==> src/rtl/core/rv32_load_store_unit_assert.svh <==
// ----------------------------------------------------------------------------
// RV32 load/store unit assertion macros
// Concurrent assertion helpers clocked on clk_i and disabled while rst_ni is low.
// ----------------------------------------------------------------------------
`ifndef RV32_LOAD_STORE_UNIT_ASSERT_SVH
`define RV32_LOAD_STORE_UNIT_ASSERT_SVH

`ifndef SYNTHESIS

`define RV32_LSU_ASSERT(lbl, prop, msg) \
  lbl: assert property (@(posedge clk_i) disable iff (!rst_ni) (prop)) else $error(msg);

`define RV32_LSU_ASSERT_NEVER(lbl, cond, msg) \
  lbl: assert property (@(posedge clk_i) disable iff (!rst_ni) !(cond)) else $error(msg);

`else

`define RV32_LSU_ASSERT(lbl, prop, msg)

`define RV32_LSU_ASSERT_NEVER(lbl, cond, msg)

`endif

`endif

==> src/rtl/core/rv32_lsu_pkg.sv <==
// ----------------------------------------------------------------------------
// RV32 load/store unit package
// Shared constants, opcodes and the classified request type.
// ----------------------------------------------------------------------------
package rv32_lsu_pkg;

  localparam int unsigned MEM_BYTES = 65536;
  localparam int unsigned MEM_AW = $clog2(MEM_BYTES);
  localparam logic [31:0] MEM_LIMIT = 32'(MEM_BYTES);

  localparam logic [31:0] CLOCK_ADDR = 32'hDEADBEE0;
  localparam logic [31:0] CONSOLE_ADDR = 32'hDEADBEEE;

  localparam int unsigned QUEUE_DEPTH = 2;
  localparam int unsigned QUEUE_AW = $clog2(QUEUE_DEPTH);

  localparam logic [2:0] OP_LB = 3'd0;
  localparam logic [2:0] OP_LH = 3'd1;
  localparam logic [2:0] OP_LW = 3'd2;
  localparam logic [2:0] OP_LBU = 3'd3;
  localparam logic [2:0] OP_LHU = 3'd4;
  localparam logic [2:0] OP_SB = 3'd5;
  localparam logic [2:0] OP_SH = 3'd6;
  localparam logic [2:0] OP_SW = 3'd7;

  typedef struct packed {
    logic        is_store;
    logic        clock_hit;
    logic        sext_byte;
    logic        sext_half;
    logic [1:0]  last_idx;
    logic [31:0] addr;
    logic [31:0] sval;
    logic [4:0]  rd;
    logic [31:0] now;
  } cmd_t;

endpackage

==> src/rtl/core/rv32_lsu_front.sv <==
// ----------------------------------------------------------------------------
// RV32 load/store unit front end
// Accepts requests, forms the effective address and classifies the access.
// ----------------------------------------------------------------------------
module rv32_lsu_front import rv32_lsu_pkg::*; (
  input  logic               start_i,
  output logic               busy_o,
  input  logic [2:0]         opcode_i,
  input  logic [31:0]        base_value_i,
  input  logic signed [11:0] offset_i,
  input  logic [31:0]        store_value_i,
  input  logic [4:0]         dest_reg_i,
  input  logic [31:0]        now_ms_i,
  input  logic               queue_full_i,
  input  logic               clearing_i,
  output logic               push_o,
  output cmd_t               cmd_o
);

  logic [31:0] addr;

  assign addr = base_value_i + {{20{offset_i[11]}}, offset_i};
  assign busy_o = queue_full_i | clearing_i;
  assign push_o = start_i & ~busy_o;

  always_comb begin
    cmd_o.is_store = (opcode_i == OP_SB) || (opcode_i == OP_SH) || (opcode_i == OP_SW);
    cmd_o.clock_hit = (opcode_i == OP_LW) && (addr == CLOCK_ADDR);
    cmd_o.sext_byte = (opcode_i == OP_LB);
    cmd_o.sext_half = (opcode_i == OP_LH);
    cmd_o.addr = addr;
    cmd_o.sval = store_value_i;
    cmd_o.rd = dest_reg_i;
    cmd_o.now = now_ms_i;
    case (opcode_i)
      OP_LB, OP_LBU, OP_SB: cmd_o.last_idx = 2'd0;
      OP_LH, OP_LHU, OP_SH: cmd_o.last_idx = 2'd1;
      OP_LW, OP_SW: cmd_o.last_idx = 2'd3;
      default: cmd_o.last_idx = 2'd0;
    endcase
  end

endmodule

==> config.mk <==
export PLATFORM = sky130hd
export DESIGN_NAME = rv32_lsu_front
export DESIGN_NICKNAME = d
export VERILOG_FILES = /design/src/rtl/core/rv32_load_store_unit_assert.svh /design/src/rtl/core/rv32_lsu_pkg.sv /design/src/rtl/core/rv32_lsu_front.sv
export SDC_FILE = /design/constraint.sdc
export NUM_CORES = 1
export LEC_CHECK = 0
export BUFFER_PORTS_ARGS = -buffer_cell sky130_fd_sc_hd__buf_2
export CAP_MARGIN = 20
export CORE_AREA = 2 2 88 90
export DETAILED_ROUTE_END_ITERATION = 10
export DIE_AREA = 0 0 90 92
export PLACE_DENSITY = 0.84
export REMOVE_ABC_BUFFERS = 1
export SLEW_MARGIN = 20
export SYNTH_ARGS = -nofsm -noshare
export SYNTH_HDL_FRONTEND = slang
export SYNTH_SLANG_ARGS = --single-unit
export TNS_END_PERCENT = 30
==> constraint.sdc <==
create_clock -name vclk -period 3.6
set_input_delay 0 -clock vclk [all_inputs]
set_output_delay 0 -clock vclk [all_outputs]
set_load 0.1 [all_outputs]
-- After elaboration in Yosys (flattened, before gate mapping)
Memory sizes are Yosys's and may differ from the RTL's.
Cells that the tools add are included.
- reduce and logical (&&, ||, !) cells: 4
- bitwise logic cells: 3
- add/sub/neg operators: 1
- eq/ne operators: 6
- operator list (kind ; number):
    $add 32x32->32 ; 1
    $eq 32x32->1 const B ; 1
    $eq 3x3->1 const B ; 3
    $eq 3x1->1 const B ; 1
    $eq 3x2->1 const B ; 1
    $logic_not 3->1 ; 1
    $logic_or 1x1->1 ; 2
    $and 1x1->1 ; 1
    $logic_and 1x1->1 ; 1
    $not 1->1 ; 1
    $or 1x1->1 ; 1
- flip-flop bits (word level): 0
- logic and storage cells: 15
- memories kept: 1
- bits in read-only memories: 16
- memory list (memory ; words ; width ; rd ports ; clocked after memory_dff ; wr ports ; line ; RTL):
    (name not given) ; 8 ; 2 ; 1 ; 0 ; 0 ; rv32_lsu_front.sv:35 ; case (opcode_i)

-- Depth between registers and ports, before layout
- depth in word-level cells: 3
- mapped depth: 11

-- Worst setup path before layout
Ideal clock, no wire load.
- kind: input port to output port
- start: in base_value_i[0]
- end: out cmd_o[105] (netlist name)
- path slack: -1.693 ns
- stages: 11
- buffers on the path: 0
- arrival: 5.293 ns
- cells stage by stage: ha_1 > fa_1 > a21o_1 > a221o_2 > nand4b_1 > nand3_1 > a221oi_1 > o21ai_0 > xor2_1 > nand3b_1 > nor4_2
- RTL lines (what ; line ; RTL):
    from (decl) ; rv32_lsu_front.sv:9 ; input logic [31:0] base_value_i,
    to (decl) ; rv32_lsu_front.sv:17 ; output cmd_t cmd_o

==> impl_metrics.tcl <==
set metrics [dict create \
    finalHoldViolCount 0 \
    die_w_um 90 \
    max-slew-margin-rel 0.628 \
    total_power_mw 1.13 \
    dr.pass1.iters 5 \
    hold_slack_ns 0.000350 \
    numPortBuffers 90 \
    clock_buffers 0 \
    syn-cell-area_mm2 0.00253 \
    worstSetupStartpointType "input port" \
    crit_chain "buf_2, ha_1, fa_1, a21o_1, a221o_2, a211oi_2, o211ai_2, a2111oi_4, nor3_2, and3b_1, nand4_1, nor4_2, buf_12" \
    yosys_warnings 0 \
    critPathRequiredTime_ns 3.60 \
    grt_pass1_wl_um 19500 \
    cts_hold_buf 0 \
    critPathMaxFanout 7 \
    io_pins 228 \
    worstSetupPathType "input port to primary output" \
    initial_core_util 0.340 \
    vias 2649 \
    internal-power_mw 0.235 \
    area_delta_synth_final_pct 2.03 \
    ir_worst_vdd_v 0.000190 \
    finalWorstSetupSlack_ns 0.363 \
    max_cap_violations 0 \
    n_sequential_cell 0 \
    avgRoutedWirePerCell_um 31.6 \
    instances_no_fill 458 \
    switching_share 0.793 \
    power_density_mw_per_mm2 440 \
    antenna_cells 0 \
    synth.area.top_cells "buf_4 20%, ha_1 17%, a21oi_1 6.7%, xor2_1 4.2%, xnor2_1 3.8%" \
    period_needed_ns 3.24 \
    worstMarginPinSlew_ns 0.554 \
    layout.nets 513 \
    hpwl_um 13500 \
    synth_area_leader_cell "buf_4" \
    synthCells 341 \
    power_frac_comb 1.000 \
    status "finished, final reports clean" \
    tns_ns 0 \
    finalWirelength_um 14500 \
    clkPwrFrac 0 \
    drive_gt1_frac 0.303 \
    viasPerCell 5.78 \
    antenna_found_initial 0 \
    synthDistinctLibCells 57 \
    holdCritPathClass "input port to primary output" \
    die_area_mm2 0.00828 \
    slew_viol_final 0 \
    fmax_mhz 309 \
    post_cts_buffers 0 \
    sequentialPowerShare 0 \
    setup_viol 0 \
    mostFrequentLayoutCells "89 x buf_2, 35 x ha_1, 34 x a21oi_1" \
    drc 0 \
    p_leak_nw 1.29 \
    drt_iter0_markers 120 \
    arrival_ns 3.24 \
    slowest_delay_ns 0.42 \
    pre_cts_slack_ns 0.385 \
    syn_avg_cell_area_um2 7.42 \
    place.gp.congestion 1.02 \
    grt-ovfl-total 0 \
    die_h_um 92 \
    place_inst 458 \
    seq_area_frac_synth 0 \
    p_sw_mw 0.900 \
    core_area_mm2 0.00745 \
    grt_max_degree 22 \
    layout.area.seq_um2 0 \
    rsz0062_at_grt "false" \
    postRouteAntennaNets 0 \
    worst_path_max_delay_cell "a221o_2" \
    row_count 32 \
    yosys.area.top_type_share 0.205 \
    cts.repair.resized 0 \
    finalCritPeriodShare 0.899 \
    grt_usage 0.332 \
    grt_pass1_vias 2456 \
    final_common_cell "buf_2" \
    end_kind "primary output" \
]
## layer usage
| metal | up-vias | global-route usage | part of all wire |
|---|---|---|---|
| li1 | 1222 | - | - |
| met1 | 1177 | 0.216 | 0.23 |
| met2 | 218 | 0.581 | 0.48 |
| met3 | 32 | 0.343 | 0.22 |
| met4 | 0 | 0.173 | 0.064 |
| met5 | - | 0 | 0 |
## logic make-up (layout without fill, tap and decap cells)
family | count (synthesis) | after routing | share of synthesized area
AOI/OAI and AO/OA | 101 | 101 | 0.275
xor gates and xnor gates | 23 | 23 | 0.0796
adders and majority gates | 36 | 36 | 0.181
buffers and inverters | 88 | 103 | 0.233
muxes | 5 | 5 | 0.0203
and+or+nand+nor | 88 | 88 | 0.211
## power groups by stage
| stage | sequential [mW] | combinational [mW] | clock, mW |
|---|---|---|---|
| final | 0 | 1.13 | 0 |
| after global routing | 0 | 1.19 | 0 |
| after CTS | 0 | 1.13 | 0 |
| after detailed placement | 0 | 1.13 | 0 |
| after global placement | 0 | 1.12 | 0 |
| after floorplan | 0 | 0.936 | 0 |
## final cells by class
cell class / count / area [µm²]
Fill cell: 828 / 4870
Inverter: 13 / 48.8
Tap cell: 102 / 128
Timing Repair Buffer: 90 / 465
Multi-Input combinational cell: 253 / 1940
## worst paths after layout
| path | from | cells after the start | endpoint | slack [ns] |
|---|---|---|---|---|
| min | dest_reg_i[3] | 0 | cmd_o[35] | 0.0003 |
| max | base_value_i[0] | 13 | cmd_o[105] | 0.36 |
## critical path: cells and delay by family
kind | cells | cell delay (ns)
buf+inv | 2 | 0.32
compound gates | 5 | 1.46
fa+ha+maj | 2 | 0.62
simple gates | 4 | 0.83
## synthesized netlist by cell type, types with 2 or more instances
master and number:
a2111oi_4 2, a211oi_1 4, a21o_1 12, a21oi_1 34
a221oi_1 3, and2_1 6, and3_1 10, and3b_1 2
and4_2 2, buf_4 69, clkbuf_1 5, ha_1 35
inv_1 13, mux2i_1 4, nand2_1 18, nand3_1 6
nand4_1 3, nor2_1 11, nor2b_1 6, nor3_1 6
nor4_1 4, o21a_1 4, o21ai_0 17, o21ai_1 2
o21bai_1 4, o31ai_1 4, or2_2 3, or3_1 2
xnor2_1 11, xor2_1 12
## through the flow
step,cell area [µm²],util
finish,2580,0.347
floorplan,1990,-
detailed placement,2580,0.347
global placement,2580,0.347
CTS,2580,0.347
global route,2580,0.347
(Power assumes the default switching activity.)
