===== src/rtl/core/rv32_load_store_unit_assert.svh =====
// ----------------------------------------------------------------------------
// RV32 load/store unit assertion macros
// Concurrent assertion helpers clocked on clk_i and disabled while rst_ni is low.
// ----------------------------------------------------------------------------
`ifndef RV32_LOAD_STORE_UNIT_ASSERT_SVH
`define RV32_LOAD_STORE_UNIT_ASSERT_SVH

`ifndef SYNTHESIS

`define RV32_LSU_ASSERT(lbl, prop, msg) \
  lbl: assert property (@(posedge clk_i) disable iff (!rst_ni) (prop)) else $error(msg);

`define RV32_LSU_ASSERT_NEVER(lbl, cond, msg) \
  lbl: assert property (@(posedge clk_i) disable iff (!rst_ni) !(cond)) else $error(msg);

`else

`define RV32_LSU_ASSERT(lbl, prop, msg)

`define RV32_LSU_ASSERT_NEVER(lbl, cond, msg)

`endif

`endif


===== src/rtl/core/rv32_lsu_pkg.sv =====
// ----------------------------------------------------------------------------
// RV32 load/store unit package
// Shared constants, opcodes and the classified request type.
// ----------------------------------------------------------------------------
package rv32_lsu_pkg;

  localparam int unsigned MEM_BYTES = 65536;
  localparam int unsigned MEM_AW = $clog2(MEM_BYTES);
  localparam logic [31:0] MEM_LIMIT = 32'(MEM_BYTES);

  localparam logic [31:0] CLOCK_ADDR = 32'hDEADBEE0;
  localparam logic [31:0] CONSOLE_ADDR = 32'hDEADBEEE;

  localparam int unsigned QUEUE_DEPTH = 2;
  localparam int unsigned QUEUE_AW = $clog2(QUEUE_DEPTH);

  localparam logic [2:0] OP_LB = 3'd0;
  localparam logic [2:0] OP_LH = 3'd1;
  localparam logic [2:0] OP_LW = 3'd2;
  localparam logic [2:0] OP_LBU = 3'd3;
  localparam logic [2:0] OP_LHU = 3'd4;
  localparam logic [2:0] OP_SB = 3'd5;
  localparam logic [2:0] OP_SH = 3'd6;
  localparam logic [2:0] OP_SW = 3'd7;

  typedef struct packed {
    logic        is_store;
    logic        clock_hit;
    logic        sext_byte;
    logic        sext_half;
    logic [1:0]  last_idx;
    logic [31:0] addr;
    logic [31:0] sval;
    logic [4:0]  rd;
    logic [31:0] now;
  } cmd_t;

endpackage


===== src/rtl/core/rv32_lsu_queue.sv =====
// ----------------------------------------------------------------------------
// RV32 load/store unit request queue
// Short FIFO of classified requests between the front end and the back end.
// ----------------------------------------------------------------------------
module rv32_lsu_queue import rv32_lsu_pkg::*; (
  input  logic clk_i,
  input  logic rst_ni,
  input  logic push_i,
  input  cmd_t data_i,
  input  logic pop_i,
  output cmd_t data_o,
  output logic empty_o,
  output logic full_o
);

  cmd_t                slot_q [QUEUE_DEPTH];
  logic [QUEUE_AW-1:0] wptr_q, wptr_d;
  logic [QUEUE_AW-1:0] rptr_q, rptr_d;
  logic [QUEUE_AW:0]   cnt_q, cnt_d;

  assign empty_o = (cnt_q == '0);
  assign full_o = (cnt_q == (QUEUE_AW+1)'(QUEUE_DEPTH));
  assign data_o = slot_q[rptr_q];

  always_comb begin
    wptr_d = wptr_q;
    rptr_d = rptr_q;
    cnt_d = cnt_q;
    if (push_i) begin
      wptr_d = (wptr_q == QUEUE_AW'(QUEUE_DEPTH - 1)) ? '0 : wptr_q + 1'b1;
    end
    if (pop_i) begin
      rptr_d = (rptr_q == QUEUE_AW'(QUEUE_DEPTH - 1)) ? '0 : rptr_q + 1'b1;
    end
    if (push_i && !pop_i) begin
      cnt_d = cnt_q + 1'b1;
    end else if (pop_i && !push_i) begin
      cnt_d = cnt_q - 1'b1;
    end
  end

  always_ff @(posedge clk_i or negedge rst_ni) begin
    if (!rst_ni) begin
      wptr_q <= '0;
      rptr_q <= '0;
      cnt_q <= '0;
    end else begin
      wptr_q <= wptr_d;
      rptr_q <= rptr_d;
      cnt_q <= cnt_d;
    end
  end

  always_ff @(posedge clk_i) begin
    if (push_i) begin
      slot_q[wptr_q] <= data_i;
    end
  end

endmodule


===== config.mk =====
export PLATFORM = sky130hd
export DESIGN_NAME = rv32_lsu_queue
export DESIGN_NICKNAME = d
export VERILOG_FILES = /design/src/rtl/core/rv32_load_store_unit_assert.svh /design/src/rtl/core/rv32_lsu_pkg.sv /design/src/rtl/core/rv32_lsu_queue.sv
export SDC_FILE = /design/constraint.sdc
export NUM_CORES = 1
export LEC_CHECK = 0
export ABC_AREA = 1
export BUFFER_PORTS_ARGS = -buffer_cell sky130_fd_sc_hd__clkbuf_2
export CORE_ASPECT_RATIO = 0.7
export CORE_MARGIN = 1
export CORE_UTILIZATION = 33
export CTS_BUF_LIST = sky130_fd_sc_hd__clkbuf_4 sky130_fd_sc_hd__clkbuf_8
export DETAILED_ROUTE_END_ITERATION = 8
export SETUP_SLACK_MARGIN = 0.02
export SLEW_MARGIN = 25
export SYNTH_ARGS = -nofsm -noshare
export SYNTH_HDL_FRONTEND = slang
export SYNTH_SLANG_ARGS = --single-unit

===== constraint.sdc =====
create_clock -name clk_i -period 15.01 [get_ports clk_i]
set_input_delay 1.501 -clock clk_i [delete_from_list [all_inputs] [get_ports clk_i]]
set_output_delay 1.501 -clock clk_i [all_outputs]
set_load 0.03 [all_outputs]

# After elaboration in Yosys (flattened, before gate mapping)
# Memories as Yosys holds them, arrays and structs flattened.
# Cells that the tools add are included.
[totals] reg_bits=4 ramBits=214 in_bits=111 out_inout_bits=109 wordCells=21 memories=1
[mem_list] name="slot_q" depth=2 width=107 rd=1 rd_ports_with_merged_regs=0 write_ports=1 line="rv32_lsu_queue.sv:16" text="cmd_t slot_q [QUEUE_DEPTH];"
[classes] add_sub_neg=4 eq_ne=1 n_mux=6 reduce_logical=6
[op_table] op="$mux 1" n=4
[op_table] op="$mux 2" n=2
[op_table] op="$add 1x1->1 const B" n=2
[op_table] op="$add 2x1->2 const B" n=1
[op_table] op="$eq 2x2->1 const B" n=1
[op_table] op="$logic_and 1x1->1" n=2
[op_table] op="$logic_not 1->1" n=2
[op_table] op="$logic_not 2->1" n=1
[op_table] op="$reduce_bool 2->1" n=1
[op_table] op="$sub 2x1->2 const B" n=1

# Logic depth before layout (Yosys ltp)
# Gate-level depths: netlist (run 1).
[logic_depth] word_depth=4 depth_mapped=7 mapped_depth_nobuf=7

# Least setup slack after synthesis (run 1)
# Ideal clock, no wire load.
[synth_path] kind="input port to flip-flop" start="input push_i" end="memory slot_q[0][0] (netlist name) (enable)" setup_time_ns=0.577 arrival_time_ns=6.019 t_required_ns=14.433 setup_slack_ns=8.414 cell_stages=2 path_buffers=0 cell_sequence="inv_1 > nor2_1"
[synth_via] elab_chain_cells=2
[synth_rtl] element="start, declared" line="rv32_lsu_queue.sv:8" text="input logic push_i,"
[synth_rtl] element="$mux 1" line="rv32_lsu_queue.sv:55" text="if (push_i) begin"
[synth_rtl] element="$mux 1 (not written as such)" line="rv32_lsu_queue.sv:56" text="slot_q[wptr_q] <= data_i;"
[synth_rtl] element="end, declared" line="rv32_lsu_queue.sv:16"
# Every way passes these cells.

==> out/results.txt, run 1 <==
The first-pass GRT wire length is 23.6 mm. Count of buffers added by post-CTS timing repair for setup: 0. For the final database, setup skew stands at 13.7 ps. Setup repair after global routing left no endpoint under its margin. The die covers 24,900 µm². The remaining number of nets flagged by the antenna check after routing was 0; the maximum resistive drop on vdd was 0.0925 mV. The H-tree depth was 2. The period utilization works out to 0.288. Area fraction in compound gates after synthesis: 0. In this run the horizontal extent of the chip is 188 µm.

TritonCTS built the clock tree. Count of vias placed by the detailed router: 4,084. For this block, the initial DRC count from the detailed router was 241.

The pre-antenna-repair detailed-routing pass consisted of 4 iterations. STA puts the critical path data required time at 13,510 ps. Dividing the detail-routed wire length by the instance count gives 16.2 µm. After detailed routing, the number of vias per cell comes to 4.32. The number of placement rows was 47. After detailed routing, the number of remaining DRC violations is 0. The number of top-level pins is 220, and the growth of design area from synthesis to finish is 26.3%. The sum of overflow across all layers after global routing was 0; the last weighted congestion value of the routability-driven placer was 0.743. The tools report the number of maximum-capacitance violations as 0. The tools report the total track usage as 0.122. The number of endpoints with negative hold slack in the final report was 0; the proportion of layout cells with a drive suffix above 1 was 0.619. The total inserted antenna cells was 0. Excluding fillers, the count of instances in the completed layout stands at 945. Yosys printed 0 warnings. The largest fanout on the critical path is 61. Counting both buffers and inverters, the worst setup path holds a total of 2. Part of the Yosys area used for sequential elements: 0.816. The run gives 3.92 nW as the leakage dissipation. The shortest period the worst path allows is 4320 ps, and the number of buffers added to fix hold violations after cts is 0. The largest single stage delay on the critical path is 810 ps. Setup total negative slack on the finished layout was measured at 0 ps. Counting tap cells, the placed design contains a total of 887 instances.

The post-synthesis simple-gate area fraction came out at 0.00516. The run gives 14 as the count of different cell masters after synthesis. In the final design database the tool counted 718 nets. The number of buffers created by CTS was 35; the worst slew margin relative to its limit was 0.367.

The initial core utilization was 0.337; the data arrival time at the worst-slack endpoint was 2820 ps. OpenSTA, run right after detailed placement, puts the worst setup slack at 11,140 ps. The logs give 0 for the count of pins over their slew limit and 0.426 for the utilization after layout. The clock sink count was 218. Based on the critical path, the design can be clocked at up to 231 MHz. After technology mapping, the gate count stands at 358.

A synthesized cell averages 22.3 µm². The critical path's top delay family is buffers and inverters. The tools report the startpoint type of the worst setup path as a flip-flop. The clock slew seen by the registers of the worst setup and hold paths is 60 ps.

The tools report the worst-case clock buffer depth as 3. Start-to-end type of the worst setup path: flip-flop to output port. The floorplan core area is 23,700 µm².

At the later pin of the worst-skew pair, clock insertion delay measures 500 ps. The flow ran to the end, and the final reports show no timing, DRC or antenna violations. Area share of fa/ha/maj cells after synthesis: 0.00156. Number of antenna violations at the first check in global routing: 0.

For the quantity of gates resized following cts, the log shows 0. The multiplexer share of the synthesized area works out to 0.160. Entering global routing, the biggest net connects 62 pins. After detailed routing, the total wire length is 15.3 mm. The critical path goes through buf_4 > mux2_2 > clkbuf_2. The worst setup path is captured at an output port. The slowest stage of the critical path belongs to the cell dfrtp_4. The count of filler cells inserted in the layout is 2,100, and the transition time at the pin with the least slew margin is 949 ps.

Power spread over the standard cell area amounts to 202 nW/µm². The count of buffers added on input and output ports is 219. Measured along the y axis, the die boundary spans 132 µm.

The tools report the setup-violating endpoint count in the final report as 0. The tools report the via count of the first global-routing pass as 4,440. The parity-gate share of the synthesized area counting xor and xnor cells was 0.00329; the total power of the final layout was 2.04 mW. After layout, the worst setup slack is 10,690 ps.

The path class of the tightest hold or removal check is flip-flop to flip-flop. The post-synthesis cell area is 8000 µm², and the synthesis-stage register bit count is 218. After synthesis, the largest family of logic cells by area is multiplexers. When the netlist entered floorplanning its net count stood at 470. The cell sitting at the root of the clock tree is a clkbuf_8.
[final timing paths]
kind / start / end / slack [ps] / depth (start not counted)
setup / recovery: rptr_q$_DFFE_PN0P_ / data_o[38] / 10690 / 3
hold / removal: wptr_q$_DFFE_PN0P_ / wptr_q$_DFFE_PN0P_ / 560 / 1
setup reg to reg: wptr_q$_DFFE_PN0P_ / slot_q[0][8]$_DFFE_PP_ / 12730 / 3
hold reg to reg: wptr_q$_DFFE_PN0P_ / wptr_q$_DFFE_PN0P_ / 560 / 1
max in group asynchronous: rst_ni / rptr_q$_DFFE_PN0P_ / 14030 / 1
min in group asynchronous: rst_ni / rptr_q$_DFFE_PN0P_ / 830 / 1
[where the power goes]
group          internal (mW)  switching, mW
registers              0.810         0.0524
logic                  0.244          0.458
clock network          0.263          0.210
[layout make-up]
class | count | area, µm² | share of cell area
clock inverters | 6 | 26.3 | 0.00260
flip-flops and latches | 218 | 6530 | 0.647
clock buffers | 52 | 622 | 0.0616
inverters | 7 | 28.8 | 0.00285
well taps | 318 | 398 | 0.0394
multi-input cells | 121 | 1370 | 0.135
repair buffers | 223 | 1130 | 0.112
[worst register-to-register path, delay by kind of cell, from the launching register on]
family	cells	cell delay (ps)
buffers and inverters	2	1330
and+or+nand+nor	1	110
DFF	1	430
[stage by stage]
step	area [µm²]	hold WS, ps
floorplan	8000	463
global placement	9450	483
detailed placement	9450	522
CTS	10100	564
global route	10100	579
finish	10100	556
[kinds of logic after synthesis]
family | count (synthesis)
adders and majority gates | 1
DFF | 218
xor gates and xnor gates | 3
and+or+nand+nor | 10
muxes | 107
buffers and inverters | 19
[synth_stat cells]
cell	count	area share
ha_1	1	0.0016
nor2_1	3	0.0014
dfrtp_1	4	0.013
mux2_2	87	0.12
buf_6	4	0.0056
xnor2_1	1	0.0011
nand2_1	5	0.0023
inv_1	7	0.0033
buf_2	8	0.0050
nand4_1	1	0.00078
xor2_1	2	0.0022
mux2_4	20	0.038
nand3_1	1	0.00063
edfxtp_1	214	0.80
[cells in the final DEF, fill, tap and decap left out, types with 2 or more instances in the layout]
master	Yosys	final
mux2_4	20	20
buf_4	0	4
clkbuf_4	0	15
dfrtp_1	4	3
clkbuf_8	0	37
clkinv_2	0	3
mux2_2	87	87
inv_1	7	6
nor2_1	3	2
xor2_1	2	2
clkinv_1	0	3
clkbuf_2	0	219
nand2_1	5	5
edfxtp_1	214	214
[flip-flops by register name, summed over array words and instances (netlist names)]
signal  cells
cnt_q       2
wptr_q      1
slot_q    214
rptr_q      1
[layer usage]
metal,track usage,vias up,share of wire
li1,-,1912,-
met1,0.149,1975,0.42
met2,0.194,169,0.46
met3,0.0527,28,0.096
met4,0.0420,0,0.017
met5,0,-,0
(Power assumes the default switching activity.)
==> run 2: changes to the inputs <==
Clock period 15.01 ns to 4.4 ns, I/O delays scaled along.
==> out/results.txt, run 2 (synthesized netlist as in run 1, its figures left out) <==
The tools report the count of buffers added by post-CTS timing repair for setup as 0 (unchanged). Register containing the most flip-flops in the final layout: slot_q. The tools report the total wirelength of the detailed-routed design as 15.4 mm (+0.73%). The number of buffers added on ports is 219 (unchanged). The period utilization was 0.651. For the pin count of the biggest net entering global routing, the log shows 56 (-9.7%). The quantity of gates resized following cts is 0 (unchanged), and the switching part of the total is 0.354 (+0.000781). Total track usage: 0.123 (+0.00113). The data arrival time at the worst-slack endpoint is 2420 ps (-400 ps). The accumulated negative setup slack was 0 ps (unchanged); the worst slew margin relative to its limit was 0.414 (+0.0464).

The maximum resistive drop on vdd was 0.373 mV (+300%); the growth of design area from synthesis to finish was 27.1%. The number of DRC violations after detailed routing was 0 (unchanged). The largest fanout on the critical path works out to 55 (-9.8%). The logs give 218 (unchanged) for the clock sink count and 721 (+0.42%) for the number of nets in the layout. Source of the critical timing path: rptr_q$_DFFE_PN0P_. The worst stage delay on the critical path was 910 ps (+100 ps); the worst-case hold slack was 117 ps (-440 ps). The number of search-and-repair iterations in the first detailed-routing pass was 4 (unchanged). For the number of antenna violations at the first check in global routing, the log shows 0 (unchanged).

The total power divided by cell area was 690 nW/µm² (+240%); the number of top-level pins was 220 (unchanged). The proportion of layout cells with a drive suffix above 1 came out at 0.612 (-0.00648). Leaving out fill and tap cells, the most frequent cell in the layout is clkbuf_2. The via count of the first global-routing pass is 4,556 (+2.6%). The last weighted congestion value of the routability-driven placer is 0.739 (-0.47%), and the transition time at the pin with the least slew margin is 878 ps (-71.7 ps). The clock latency at the later pin of the worst-skew pair is 490 ps (about the same). The number of placement rows came out at 47 (unchanged). The top cell types in the final layout, fill and taps aside, are 219 x clkbuf_2, 214 x edfxtp_1, 87 x mux2_2. The logs give 3.94 nW (+0.62%) for the leakage dissipation and 1 (+1) for the number of buffers added to fix hold violations after cts. The count of routing violations after the opening detailed-route iteration came out at 211 (-12%). The number of instances on the worst hold path works out to 1 (unchanged). Critical path's top delay family: flip-flops.

The worst-case clock buffer depth was 3 (unchanged). The internal power consumption came out at 4.53 mW (+240%). The run gives 0 (unchanged) as the remaining number of nets flagged by the antenna check after routing.

The wire length per cell after detailed routing is 16.2 µm (about the same), and the count of vias placed by the detailed router is 4,141 (+1.4%). The initial core utilization was 0.337 (unchanged). The H-tree depth came out at 2 (unchanged).

The combinational share of power is 0.341 (-0.004). The instance count on the critical path was 3 (unchanged). The tree is rooted in a clkbuf_8.

On the critical path, the stage with the largest delay is an instance of dfrtp_4. Worst reg2reg path endpoint: slot_q[0][24]$_DFFE_PP_. The number of buffers created by CTS is 36 (+2.9%), and the worst clock skew on the final layout is 17.5 ps (+3.80 ps). The via count normalized by instance count came out at 4.35 (+0.76%). For the clock share of power, the log shows 0.238 (+0.006). The critical path is of the flip-flop to output port type. The setup-violating endpoint count in the final report is 0 (unchanged), and the horizontal die dimension is 188 µm (unchanged).

The run finished with clean final reports. The critical path goes through buf_12 > mux2_2 > clkbuf_2. The first-pass GRT wire length is 24.0 mm (+1.7%), and the flip-flop count of the largest register, all copies and words added is 214 (unchanged). Static timing analysis puts the maximum clock frequency at 349 MHz. For the sum of overflow across all layers after global routing, the log shows 0 (unchanged). Number of buffer and inverter instances along the worst setup path: 2 (unchanged). STA classifies the critical path endpoint as an output port.

The overall die height is 132 µm (unchanged), and the required time reported for the critical path endpoint is 3960 ps (-9550 ps). The class of the tightest hold or removal check is primary input to flip-flop. The run gives 24,900 µm² (unchanged) as the full die area. Launch point of the worst reg-to-reg path: wptr_q$_DFFE_PN0P_. The startpoint type of the worst setup path is a flip-flop. TritonCTS built the clock tree.

For the number of endpoints with negative hold slack in the final report, the log shows 0 (unchanged). The count of pins over their slew limit came out at 0 (unchanged). Total net switching power: 2.48 mW (+250%).

For the number of maximum-capacitance violations, the log shows 0 (unchanged). The worst reg-to-reg setup slack is 2390 ps (-10,340 ps), and the count of cells along the worst register-to-register path is 2 (-1). Setup repair after global routing left no endpoint under its margin. The largest registers in the layout are slot_q: 214 flops, cnt_q: 2 flops.

Counting I/O delays and the setup requirement, the final critical path takes 2860 ps. The tools report the floorplan core area as 23,700 µm² (unchanged). The fraction of power consumed by sequential logic is 0.421 (-0.002). The most critical setup path has its endpoint at data_o[106]. Clock slew seen by the registers of the worst setup and hold paths: 70 ps (about the same).
-- run 2: power groups by stage --
stage                     Sequential [mW]  Combinational, mW  Clock [mW]
after floorplan                      2.90               1.89           0
after global placement               2.98               2.39           0
after detailed placement             3.01               2.42           0
after CTS                            2.96               2.43        1.75
after global routing                 3.00               2.52        1.83
final                                2.95               2.39        1.67
-- run 2: per-stage QoR --
stage	cells	power, mW	setup WS, ps	utilization	area, µm²
2_1_floorplan	358	4.79	728	-	8000
6_report	951	7.01	1540	0.429	10200
3_3_place_gp	888	5.37	2060	0.400	9480
4_1_cts	950	7.14	1430	0.429	10200
5_1_grt	950	7.36	1360	0.429	10200
3_5_place_dp	888	5.42	2000	0.400	9480
-- run 2: routing by layer --
| metal | GRT usage | share of wire | vias up |
|---|---|---|---|
| li1 | - | - | 1918 |
| met1 | 0.148 | 0.42 | 2027 |
| met2 | 0.199 | 0.47 | 170 |
| met3 | 0.0522 | 0.095 | 26 |
| met4 | 0.0420 | 0.020 | 0 |
| met5 | 0 | 0 | - |
-- run 2: layout make-up --
class                           count  area, µm²
Antenna cell                        1       2.50
Tap cell                          318        398
Multi-Input combinational cell    121       1370
Timing Repair Buffer              225       1170
Clock inverter                     14       85.1
Fill cell                        2129      13500
Clock buffer                       47        584
Inverter                            7       28.8
Sequential cell                   218       6530
-- run 2: worst register-to-register path, cell delays in order (launching register included) --
cell     delay, ps
dfrtp_1        430
nor2_4         710
buf_4          510
-- run 2: worst min-delay path by stage --
stage	endpoint	from	slack [ps]
after floorplan	cnt_q[0]$_DFFE_PN0P_	rst_ni	140
after global placement	wptr_q$_DFFE_PN0P_	rst_ni	250
after detailed placement	wptr_q$_DFFE_PN0P_	rst_ni	260
after CTS	slot_q[0][103]$_DFFE_PP_	data_i[103]	70
after global routing	slot_q[0][103]$_DFFE_PP_	data_i[103]	80
final	slot_q[1][103]$_DFFE_PP_	data_i[103]	120
